[src/tpp_pkg.sv]
// Package for the touch packet parser: character codes, sizes and payload types.
// No dependencies.
`timescale 1ns / 1ps

package tpp_pkg;

   // Packet geometry
   localparam int unsigned PKT_LEN = 10;
   localparam int unsigned COUNT_W = 4;
   localparam int unsigned COMMA_POS = 5;
   localparam int unsigned X_POS_START = 1;
   localparam int unsigned Y_POS_START = 6;
   localparam int unsigned DIGITS = 4;

   // Character codes
   localparam logic [7:0] CH_CR    = 8'd13;
   localparam logic [7:0] CH_COMMA = 8'd44;
   localparam logic [7:0] CH_T     = 8'd84;
   localparam logic [7:0] CH_R     = 8'd82;
   localparam logic [7:0] CH_ZERO  = 8'd48;
   localparam logic [7:0] CH_NINE  = 8'd57;

   // Y axis origin
   localparam logic signed [15:0] Y_BASE = 16'sd3072;

   // Request payload: one received serial byte
   typedef struct packed {
      logic [7:0] rx_byte;
   } tpp_req_type;

   // Result payload: one decoded packet
   typedef struct packed {
      logic               packet_good;
      logic [15:0]        x_pos;
      logic signed [15:0] y_pos;
      logic               touching;
   } tpp_rsp_type;

   // Buffered packet as seen by the decoder
   typedef struct packed {
      logic [PKT_LEN-1:0][7:0] data;
      logic [COUNT_W-1:0]      count;
   } tpp_packet_type;

endpackage

[src/tpp_packet_buffer.sv]
// Packet byte buffer and saturating byte count for the touch packet parser.
// Depends on tpp_pkg.
`timescale 1ns / 1ps

module tpp_packet_buffer (
   input  logic                   clock,
   input  logic                   reset,
   input  logic                   store_en,
   input  logic                   clear_en,
   input  logic [7:0]             store_byte,
   output tpp_pkg::tpp_packet_type packet
);
   import tpp_pkg::*;

   logic [PKT_LEN-1:0][7:0] data_ff;
   logic [COUNT_W-1:0]      count_ff;
   logic [COUNT_W-1:0]      count_in;
   logic                    has_room;

   assign has_room = (count_ff < COUNT_W'(PKT_LEN));

   // Count saturates at the packet length; a carriage return clears it
   always_comb begin
      count_in = count_ff;
      if (clear_en) begin
         count_in = '0;
      end else if (store_en && has_room) begin
         count_in = count_ff + COUNT_W'(1);
      end
   end

   always_ff @(posedge clock) begin
      if (reset) begin
         count_ff <= '0;
      end else begin
         count_ff <= count_in;
      end
   end

   // Byte storage, no reset needed
   always_ff @(posedge clock) begin
      if (store_en && has_room) begin
         data_ff[count_ff] <= store_byte;
      end
   end

   assign packet.data  = data_ff;
   assign packet.count = count_ff;

endmodule

[config.mk]
export PLATFORM = sky130hd
export DESIGN_NAME = tpp_packet_buffer
export DESIGN_NICKNAME = d
export VERILOG_FILES = /design/src/tpp_pkg.sv /design/src/tpp_packet_buffer.sv
export SDC_FILE = /design/constraint.sdc
export NUM_CORES = 1
export LEC_CHECK = 0
export BUFFER_PORTS_ARGS = -buffer_cell sky130_fd_sc_hd__buf_2
export CORE_MARGIN = 1.5
export CORE_UTILIZATION = 52
export CTS_CLUSTER_DIAMETER = 50
export DETAILED_ROUTE_END_ITERATION = 7
export MAX_ROUTING_LAYER = met4
export PLACE_DENSITY = 0.93
export SLEW_MARGIN = 10
export SYNTH_ARGS = -nofsm -noshare
export SYNTH_HDL_FRONTEND = slang
export SYNTH_SLANG_ARGS = --single-unit
[constraint.sdc]
create_clock -name clock -period 3 [get_ports clock]
set_input_delay 0.15 -clock clock [delete_from_list [all_inputs] [get_ports clock]]
set_output_delay 0.15 -clock clock [all_outputs]
set_load 0.01 [all_outputs]
==> results.sh <==
export IMPL_syn_instance_count=123
export IMPL_grt_max_degree=14
export IMPL_drt_iter0_markers=150
export IMPL_cp_endpoint="packet[14]"
export IMPL_synth_seq_cells=84
export IMPL_cts_max_path_buffers=2
export IMPL_stdcell_area_um2=3440
export IMPL_pre_cts_ws_ns=1.10
export IMPL_cts_root_buf="clkbuf_8"
export IMPL_wl_per_cell_um=17.3
export IMPL_synth_top_area_cell="edfxtp_1"
export IMPL_ys_warn_count=0
export IMPL_syn_num_nets=139
export IMPL_die_h_um=75.4
export IMPL_yosys_most_used_dff="edfxtp_1"
export IMPL_postPlaceCellArea_um2=3280
export IMPL_synth_edff_count=80
export IMPL_worstSetupPathType="reg2reg"
export IMPL_cap_violations=0
export IMPL_vias=1511
export IMPL_reg2reg_slack_ns=1.09
export IMPL_diodes=0
export IMPL_synthTopCellsByArea="edfxtp_1, dfxtp_1, ha_1"
export IMPL_comb_power_share_pct=2.8
export IMPL_yosysTopAreaCellShare_pct=88.1
export IMPL_dp_hpwl_um=3620
export IMPL_r2r_start="count_ff[1]"
export IMPL_totalNegativeSetupSlack_ns=0
export IMPL_cp_required_ns=2.95
export IMPL_io_buffers=95
export IMPL_max_freq_ghz=0.524
export IMPL_coreArea_um2=5070
export IMPL_switchingPower_w=0.000394
export IMPL_pwr_share_clk_pct=32.1
export IMPL_synth_compound_area_share_pct=2.07
export IMPL_ys_types=18
export IMPL_rsz0062_at_grt="false"
export IMPL_synth_fa_ha_area_share_pct=1.84
export IMPL_max_stage_delay_ns=0.77
export IMPL_synth_top_family_by_area="simple AND/OR/NAND/NOR gates"
export IMPL_cp_buffers_inverters=1
export IMPL_vias_per_cell=4.99
export IMPL_hold_violations=0
export IMPL_outcome="finished, final reports clean"
export IMPL_antenna_found_initial=0
export IMPL_area_growth_pct=26.1
export IMPL_worst_pin_slew_ns=1.02
export IMPL_row_count=26
export IMPL_ir_worst_vdd_v=0.000284
export IMPL_period_needed_ns=1.91
export IMPL_hold_path_class="in2reg"
export IMPL_clkLatencyLatePin_ns=0.34
export IMPL_worstPathCellList="inv_1, ha_1, nand2_1, nor3_1"
export IMPL_io_pins=96
export IMPL_ant_nets=0
export IMPL_synth_most_common_cell="edfxtp_1"
export IMPL_ys_seq_area_share_pct=91.1
export IMPL_cts_htree_levels=3
export IMPL_synthMuxAreaShare_pct=0
export IMPL_cts_tree="done"
export IMPL_fin_total_pwr_w=0.00200
export IMPL_p_per_area_nw_per_um2=581
export IMPL_crit_start="count_ff[1]"
export IMPL_crit_arrival_ns=1.86
export IMPL_finalWorstSetupSlack_ns=1.09
export IMPL_crit_path_start_kind="flip-flop"
export IMPL_crit_fanout=9
export IMPL_skew_ns=0.00863
export IMPL_route_detailed_drc=0
export IMPL_grt_pass1_vias=1306
export IMPL_maxSlewViolCount=0
export IMPL_grt_pass1_wl_um=7210
export IMPL_drive_above_1_share_pct=47.6
export IMPL_max_slew_margin_pct=31.2
export IMPL_grt_ovfl_total=0
export IMPL_grt_use_total_pct=19.8
export IMPL_crit_cells=4
export IMPL_endpoint_kind="flip-flop"
export IMPL_switching_share_pct=19.8
export IMPL_seqPwrFrac_pct=65.1
export IMPL_initial_core_util_pct=53.7
export IMPL_synth_area_um2=2730
export IMPL_leakage_nw=1.30
export IMPL_p_int_w=0.00160
export IMPL_cts_buffers=9
export IMPL_setup_viol=0
export IMPL_ff2ff_path_depth=4
export IMPL_die_w_um=75.4
export IMPL_hold_ws_ns=0.0603
export IMPL_firstDrtPassIters=4
export IMPL_nets=244
export IMPL_worstReg2RegEnd="packet[14]"
export IMPL_synth_xor_area_share_pct=0
export IMPL_clkTransAtPathRegs_ns=0.07
export IMPL_synth_common_cells="edfxtp_1, nand2_1, nor2_1, nor3_1"
export IMPL_place_congestion=0.882
export IMPL_routed_wl_um=5240
export IMPL_cts_sinks=84
export IMPL_hold_buffers=0
export IMPL_finalCritPeriodShare_pct=63.6
export IMPL_cp_slowest_cell="nor3_1"
export IMPL_synthArstFlopShare_pct=0
export IMPL_synthSimpleGateAreaFrac_pct=3.90
export IMPL_cts_setup_buffers=0
export IMPL_avgSynthCellArea_um2=22.2
export IMPL_cts_repair_resized=0
export IMPL_dieArea_um2=5690
export IMPL_critPathTopFamily="simple AND/OR/NAND/NOR gates"
per-layer routing:
metal	global-route usage (%)	share of wire [%]	up-vias
met4	11.3	1.4	0
met2	28.0	49	100
met3	5.56	8.1	5
met5	-	0	-
li1	-	-	689
met1	26.0	41	717
stage by stage:
stage               instances  utilization (%)
finish                    303             67.8
global route              303             67.8
CTS                       303             67.8
detailed placement        287             64.6
global placement          287             64.6
floorplan                 123                -
how the worst min path moves through the flow:
| stage | slack (ns) | endpoint | start | depth (start not counted) |
|---|---|---|---|---|
| after floorplan | 0.23 | count_ff[1] | reset | 1 |
| after global placement | 0.41 | count_ff[1] | reset | 2 |
| after detailed placement | 0.41 | count_ff[1] | clear_en | 2 |
| after CTS | 0.04 | count_ff[3] | clear_en | 2 |
| after global routing | 0.05 | count_ff[2] | clear_en | 2 |
| final | 0.06 | count_ff[1] | clear_en | 2 |
layout make-up:
class                           instances  area (um^2)
Clock buffer                           10          128
Clock inverter                          6         30.0
Fill cell                             335         1640
Inverter                                2         7.51
Multi-Input combinational cell         34          213
Sequential cell                        84         2480
Tap cell                               70         87.6
Timing Repair Buffer                   97          490
power groups by stage:
stage / Combinational (W) / Clock (W) / Sequential [W]
2_1_floorplan: 0.0000111 / 0 / 0.00133
3_3_place_gp: 0.0000547 / 0 / 0.00132
3_5_place_dp: 0.0000561 / 0 / 0.00133
4_1_cts: 0.0000565 / 0.000650 / 0.00130
5_1_grt: 0.0000630 / 0.000702 / 0.00130
6_report: 0.0000566 / 0.000640 / 0.00130
state kept, by name (all words and copies together), names as in the netlist:
name	count
count_ff	4
packet	80
worst reg2reg max path: stages, from the launching register on:
cell and delay, ns:
dfxtp_1 0.40, inv_1 0.12, ha_1 0.14, nand2_1 0.09
nor3_1 0.77
logic make-up (layout without fill, tap and decap cells):
kind of cell	after synthesis	after routing
flops	84	84
simple gates	24	24
compound gates	6	6
buf+inv	5	115
fa+ha+maj	4	4
placed cells by master (no fill, tap or decap), drive strengths merged:
cell,count
nand2b,2
nand2,7
clkbuf,10
a41oi,1
o21ai,1
nor2,7
a32oi,1
inv,3
a31o,1
a2111oi,1
edfxtp,80
ha,4
nor4,1
a31oi,1
dfxtp,4
nor3,7
clkinv,5
buf,97
Power figures use the tool's default switching activity.
