File: src/tpp_pkg.sv
// Package for the touch packet parser: character codes, sizes and payload types.
// No dependencies.
`timescale 1ns / 1ps

package tpp_pkg;

   // Packet geometry
   localparam int unsigned PKT_LEN = 10;
   localparam int unsigned COUNT_W = 4;
   localparam int unsigned COMMA_POS = 5;
   localparam int unsigned X_POS_START = 1;
   localparam int unsigned Y_POS_START = 6;
   localparam int unsigned DIGITS = 4;

   // Character codes
   localparam logic [7:0] CH_CR    = 8'd13;
   localparam logic [7:0] CH_COMMA = 8'd44;
   localparam logic [7:0] CH_T     = 8'd84;
   localparam logic [7:0] CH_R     = 8'd82;
   localparam logic [7:0] CH_ZERO  = 8'd48;
   localparam logic [7:0] CH_NINE  = 8'd57;

   // Y axis origin
   localparam logic signed [15:0] Y_BASE = 16'sd3072;

   // Request payload: one received serial byte
   typedef struct packed {
      logic [7:0] rx_byte;
   } tpp_req_type;

   // Result payload: one decoded packet
   typedef struct packed {
      logic               packet_good;
      logic [15:0]        x_pos;
      logic signed [15:0] y_pos;
      logic               touching;
   } tpp_rsp_type;

   // Buffered packet as seen by the decoder
   typedef struct packed {
      logic [PKT_LEN-1:0][7:0] data;
      logic [COUNT_W-1:0]      count;
   } tpp_packet_type;

endpackage

File: src/tpp_field_decode.sv
// Packet checks and coordinate conversion for the touch packet parser.
// Depends on tpp_pkg.
`timescale 1ns / 1ps

module tpp_field_decode (
   input  tpp_pkg::tpp_packet_type packet,
   output tpp_pkg::tpp_rsp_type    result
);
   import tpp_pkg::*;

   logic [13:0] x_dec;
   logic [13:0] y_dec;
   logic [14:0] y_triple;
   logic        type_ok;
   logic        good;

   // Four-digit decimal value, stops at the first non-digit
   function automatic logic [13:0] dec4(input logic [3:0][7:0] chars);
      logic [13:0] v;
      logic        run;
      logic [7:0]  c;
      v   = '0;
      run = 1'b1;
      for (int i = 0; i < DIGITS; i++) begin
         c = chars[i];
         if (c < CH_ZERO || c > CH_NINE) begin
            run = 1'b0;
         end
         if (run) begin
            v = 14'((v << 3) + (v << 1)) + 14'(c - CH_ZERO);
         end
      end
      return v;
   endfunction

   assign x_dec = dec4(packet.data[X_POS_START +: DIGITS]);
   assign y_dec = dec4(packet.data[Y_POS_START +: DIGITS]);
   assign y_triple = {y_dec, 1'b0} + {1'b0, y_dec};

   // Packet validity
   assign type_ok = (packet.data[0] == CH_T) || (packet.data[0] == CH_R);
   assign good    = (packet.count == COUNT_W'(PKT_LEN)) &&
                    (packet.data[COMMA_POS] == CH_COMMA) && type_ok;

   // Result fields, all zero for a bad packet
   always_comb begin
      result = '0;
      if (good) begin
         result.packet_good = 1'b1;
         result.x_pos       = {x_dec, 2'b00};
         result.y_pos       = Y_BASE - $signed({1'b0, y_triple});
         result.touching    = (packet.data[0] == CH_T);
      end
   end

endmodule

File: config.mk
export PLATFORM = sky130hd
export DESIGN_NAME = tpp_field_decode
export DESIGN_NICKNAME = d
export VERILOG_FILES = /design/src/tpp_pkg.sv /design/src/tpp_field_decode.sv
export SDC_FILE = /design/constraint.sdc
export NUM_CORES = 1
export LEC_CHECK = 0
export BUFFER_PORTS_ARGS = -buffer_cell sky130_fd_sc_hd__clkbuf_2
export CORE_UTILIZATION = 61
export DETAILED_ROUTE_END_ITERATION = 16
export GPL_TIMING_DRIVEN = 0
export PLACE_DENSITY = 0.91
export SETUP_SLACK_MARGIN = 0.1
export SYNTH_ARGS = -nofsm -noshare
export SYNTH_HDL_FRONTEND = slang
export SYNTH_SLANG_ARGS = --single-unit
File: constraint.sdc
create_clock -name vclk -period 12.71
set_input_delay 1.9065 -clock vclk [all_inputs]
set_output_delay 1.9065 -clock vclk [all_outputs]
set_load 0.01 [all_outputs]
==> summary.txt, run 1 <==
Global routing
  – All-Layer GR Usage: 0.297
  – Largest net degree at the start of global routing: 11
  – Grt ovf: 0
  – First-pass GRT wire length: 29,500 um
  – Vias in the first global route: 6,875
  – Antenna violations before repair: 0

Timing
  – Unrepaired setup endpoints after global routing: true
  – Final min period: 12.25 ns
  – Post-route setup slack: 0.458 ns
  – Final period util: 0.964
  – # setup viols final: 0
  – Max Clock Freq: 81.6 MHz
  – Slew margin rel.: 0.190
  – Worst Tran Pin Value: 1.21 ns
  – Hold Vio Cnt, Final: 0
  – Slew Limit Fails: 0

Route
  – Vias: 7,395
  – Vias per cell: 6.02
  – Final antenna-violating net count: 0
  – TritonRoute pass-1 iters: 5
  – Initial drt markers: 575
  – DRC viols: 0
  – Wirelength, routed: 18,400 um
  – Drt wl/cell: 14.9 um

Run status
  – Status: finished, final reports clean

Placement
  – Detailed placement HPWL: 15,900 um
  – Pre-CTS setup slack: -0.00984 ns
  – GP Congestion: 0.932
  – I/O Buffers: 116

Floorplanning
  – Core ar.: 11,400 um2
  – Die height: 110 um
  – DIE WIDTH: 110 um
  – Rows: 39
  – Initial core utilization: 0.628
  – Die area: 12,200 um2
  – I/O pins: 118

Final layout
  – Most frequent cells in the layout: clkbuf_2 (116), ha_1 (106), inv_1 (91)
  – Clkbuf count: 0
  – Finished Core Util: 0.708
  – N_diodes: 0
  – Number of fill cells in the layout: 918
  – Syn-to-layout area delta: 12.8%
  – Commonest non-fill, non-tap cell in the layout: clkbuf_2
  – Layout cells sized above 1: 0.166
  – Register area: 0 um2
  – Fin nets: 1,333
  – Seq cells: 0

Synthesis
  – Seq/Total Area, Yosys: 0
  – Post-Syn Area: 7170 um2
  – Biggest area consumer among synthesized cells: ha_1
  – Synth Area in Compound Gates: 0.243
  – Share of the synthesized area in the top cell type: 0.187
  – Synth top area cells: ha_1 (19%), fa_1 (15%), xnor2_1 (6.0%), a21oi_1 (5.3%), inv_1 (4.8%)
  – Adder-Cell Fraction of Synth Area: 0.340
  – Synth Warn #: 0
  – Synth Area in Simple Gates: 0.227
  – Synthesized instance count: 956
  – Syn Area/Cell: 7.50 um2
  – Synth Area in XOR/XNOR: 0.108
  – Main combinational cell family by area after synthesis: adder cells
  – Yosys cell types: 80
  – Multiplexer area fraction after synthesis: 0.0190

Power and ir drop
  – VDD IR max: 25.2 uV
  – Leakage: 4.18 nW
  – Pwr Total: 0.206 mW
  – Cell Pwr Density: 25.5 nW/um2

Critical path
  – Slowest CP cell: or4_1
  – Critical Path Source Type: primary input
  – CP required: 10.80 ns
  – CP max stage delay: 0.57 ns
  – Crit Path Class: primary input to primary output
  – Cell repeated most along the worst path: ha_1
  – Critical path fanouts, max: 6
  – Worst path arrival time: 10.35 ns
  – CP Capture Type: primary output

Clock tree
  – Hold-fix buffer count after cts: 0

Job
  – Max cap viols: 0

Min path
  – Worst hold path class: primary input to primary output
logic make-up after synthesis:
kind of cell / after synthesis
AOI/OAI and AO/OA: 267
muxes: 13
adders and majority gates: 162
other: 2
xor gates and xnor gates: 86
and+or+nand+nor: 314
buffers and inverters: 112
Yosys cell counts, drive strengths merged, types with 8 or more instances:
| master | n |
|---|---|
| a211oi | 15 |
| a21o | 17 |
| a21oi | 78 |
| and2 | 9 |
| and3 | 12 |
| buf | 9 |
| clkbuf | 12 |
| fa | 55 |
| ha | 107 |
| inv | 91 |
| mux2i | 8 |
| nand2 | 77 |
| nand2b | 13 |
| nand3 | 21 |
| nor2 | 81 |
| nor2b | 18 |
| nor3 | 25 |
| o211ai | 14 |
| o21a | 13 |
| o21ai | 66 |
| o21bai | 10 |
| o31ai | 8 |
| or3 | 15 |
| xnor2 | 50 |
| xor2 | 35 |
routing by layer:
| metal | vias to the layer above | global-route usage | wire (um) |
|---|---|---|---|
| li1 | 3667 | - | - |
| met1 | 3424 | 0.369 | 7830 |
| met2 | 257 | 0.548 | 8970 |
| met3 | 47 | 0.0200 | 987 |
| met4 | 0 | 0.0855 | 567 |
| met5 | - | 0 | 0 |
power breakdown:
part           leakage (nW)  internal, mW  switching [mW]
Sequential                0             0               0
Clock                     0             0               0
Combinational          4.18        0.0899           0.116
per-stage QoR:
step,TNS (ns),cell area (um2),std cells,hold slack (ns)
2_1_floorplan,0,7200,964,3.86
3_3_place_gp,0,7960,1223,4.07
3_5_place_dp,-0.00984,7960,1223,4.08
4_1_cts,0,7960,1223,4.08
5_1_grt,-0.0130,8090,1228,4.09
6_report,0,8090,1228,4.08
path summary, 6_finish.rpt:
kind	start	end	slack (ns)	cells after the start
setup / recovery	packet[56]	result[14]	0.46	40
hold / removal	packet[5]	result[0]	4.08	3
critical path: cells and delay by family:
kind	cells	cell delay, ns
adder cells (fa/ha/maj)	8	2.74
AO/OA/AOI/OAI	14	2.44
AND/OR/NAND/NOR	11	2.30
buffers and inverters	4	0.47
XOR/XNOR	3	0.44
timing repair:
item / 4_1_cts / 5_1_grt
endpoints found under the setup margin: 2 / 5
gates resized for setup: 2 / 17
hold endpoints to repair: 0 / 0
buffers inserted: 0 / 5
pin swaps: 1 / 5
cell type report:
cell class,instances,area [um2],area share
multi-input combinational,852,6850,0.846
timing repair buffer,121,618,0.0764
tap,143,179,0.0221
buffer,21,104,0.0128
inverter,91,342,0.0422
Note: power is estimated with default switching activity, not from simulation.
==> run 2: changes to the inputs <==
- CORE_UTILIZATION: 61 -> 55
- PLACE_DENSITY: 0.91 -> 0.84
==> summary.txt, run 2 (synthesis gave the netlist of run 1 again) <==
Final layout
  – Commonest non-fill, non-tap cell in the layout: clkbuf_2
  – N_diodes: 0 (unchanged)
  – Syn-to-layout area delta: 13.4%
  – Clkbuf count: 0 (unchanged)
  – Most frequent cells in the layout: clkbuf_2 (116), ha_1 (104), inv_1 (91)
  – Register area: 0 um2 (unchanged)
  – Fin nets: 1,334 (+0.075%)
  – Layout Cells excl Fill: 1,258 (+2.4%)
  – Multi-input gate area: 6840 um2 (about the same)
  – Seq cells: 0 (unchanged)
  – Number of fill cells in the layout: 1,134 (+24%)
  – Layout cells sized above 1: 0.167 (+0.000768)

Critical path
  – CP required: 10.80 ns (about the same)
  – Critical path fanouts, max: 6 (unchanged)
  – Cell repeated most along the worst path: ha_1
  – Crit Path Class: primary input to primary output
  – CP Capture Type: primary output
  – Critical Path Source Type: primary input
  – Slowest CP cell: fa_1
  – Worst path arrival time: 10.21 ns (-0.14 ns)
  – CP max stage delay: 0.56 ns (about the same)

Floorplanning
  – DIE WIDTH: 116 um (+5.2%)
  – Initial core utilization: 0.566 (-0.0620)
  – Core ar.: 12,700 um2 (+11%)
  – Die height: 116 um (+5.2%)
  – Die area: 13,500 um2 (+11%)
  – I/O pins: 118 (unchanged)
  – Rows: 41 (+5.1%)

Route
  – Vias: 7,273 (-1.6%)
  – TritonRoute pass-1 iters: 5 (unchanged)
  – Final antenna-violating net count: 0 (unchanged)
  – Initial drt markers: 435 (-24%)
  – DRC viols: 0 (unchanged)
  – Vias per cell: 5.78 (-4.0%)
  – Drt wl/cell: 14.2 um (-4.8%)
  – Wirelength, routed: 17,900 um (-2.5%)

Power and ir drop
  – VDD IR max: 18.6 uV (-26%)
  – Cell Pwr Density: 24.9 nW/um2 (-2.2%)
  – Leakage: 4.18 nW (-0.18%)

Global routing
  – Vias in the first global route: 6,683 (-2.8%)
  – Grt ovf: 0 (unchanged)
  – All-Layer GR Usage: 0.266 (-0.0313)
  – Antenna violations before repair: 0 (unchanged)
  – Largest net degree at the start of global routing: 11 (unchanged)
  – First-pass GRT wire length: 29,700 um (+0.54%)

Job
  – Max cap viols: 0 (unchanged)

Timing
  – Final period util: 0.954 (-0.0103)
  – Final min period: 12.12 ns (-0.131 ns)
  – Slew margin rel.: 0.158 (-0.0323)
  – Setup_tns: 0 ns (unchanged)
  – Unrepaired setup endpoints after global routing: false
  – # setup viols final: 0 (unchanged)
  – Max Clock Freq: 82.5 MHz (+1.1%)
  – Slew Limit Fails: 0 (unchanged)
  – Worst Tran Pin Value: 1.25 ns (+0.0480 ns)
  – Hold Vio Cnt, Final: 0 (unchanged)
  – Hold Slack: 4.09 ns (+0.0153 ns)
  – Post-route setup slack: 0.589 ns (+0.131 ns)

Placement
  – Detailed placement HPWL: 15,300 um (-3.5%)
  – I/O Buffers: 116 (unchanged)
  – Post-Place Cells: 1,252 (+2.4%)
  – Pre-CTS setup slack: 0.0498 ns (+0.0597 ns)
  – GP Congestion: 0.892 (-4.2%)

Min path
  – Worst hold path class: primary input to primary output

Run status
  – Status: finished, final reports clean

Clock tree
  – Hold-fix buffer count after cts: 0 (unchanged)
run 2: changes by cell type in the layout (fill, tap and decap cells not counted), sizes merged:
cell	previous run	this run
buf	14	15
run 2: final cells by class:
cell class / instances / area share
inverters: 91 / 0.0420
well taps: 172 / 0.0265
repair buffers: 122 / 0.0767
plain buffers: 21 / 0.0128
multi-input cells: 852 / 0.842
run 2: power by group:
group / internal [mW] / switching [mW] / leakage (nW)
clock: 0 / 0 / 0
combinational: 0.0894 / 0.113 / 4.18
sequential: 0 / 0 / 0
total: 0.0894 / 0.113 / 4.18
run 2: repair_timing:
item                       in CTS  in global routing
setup endpoints to repair       2                  7
gates resized for setup         2                 17
setup buffers                   0                  5
cloned                          0                  0
pin swaps                       0                  4
run 2: layer usage:
metal | vias to the layer above | track usage | wire length [um]
met5 | - | 0 | 0
met1 | 3412 | 0.357 | 8350
met2 | 181 | 0.477 | 8540
met4 | 0 | 0.0513 | 334
li1 | 3653 | - | -
met3 | 27 | 0.0114 | 676
run 2: through the flow:
stage	area (um2)	util	power [mW]
finish	8130	0.641	0.203
global route	8130	0.641	0.229
CTS	8000	0.631	0.198
detailed placement	7990	0.631	0.197
global placement	7990	0.631	0.191
floorplan	7200	-	0.148
run 2: path summary, 6_finish.rpt:
check                 depth (start not counted)    endpoint  slack, ns  startpoint
worst max-delay path                         38  result[15]       0.59  packet[56]
worst min-delay path                          3   result[0]       4.09   packet[5]
run 2: critical path, delay by kind of cell:
family / cells / cell delay, ns
adders and majority gates: 9 / 2.93
and+or+nand+nor: 12 / 2.52
AOI/OAI and AO/OA: 11 / 2.17
buffers and inverters: 4 / 0.40
xor gates and xnor gates: 2 / 0.25
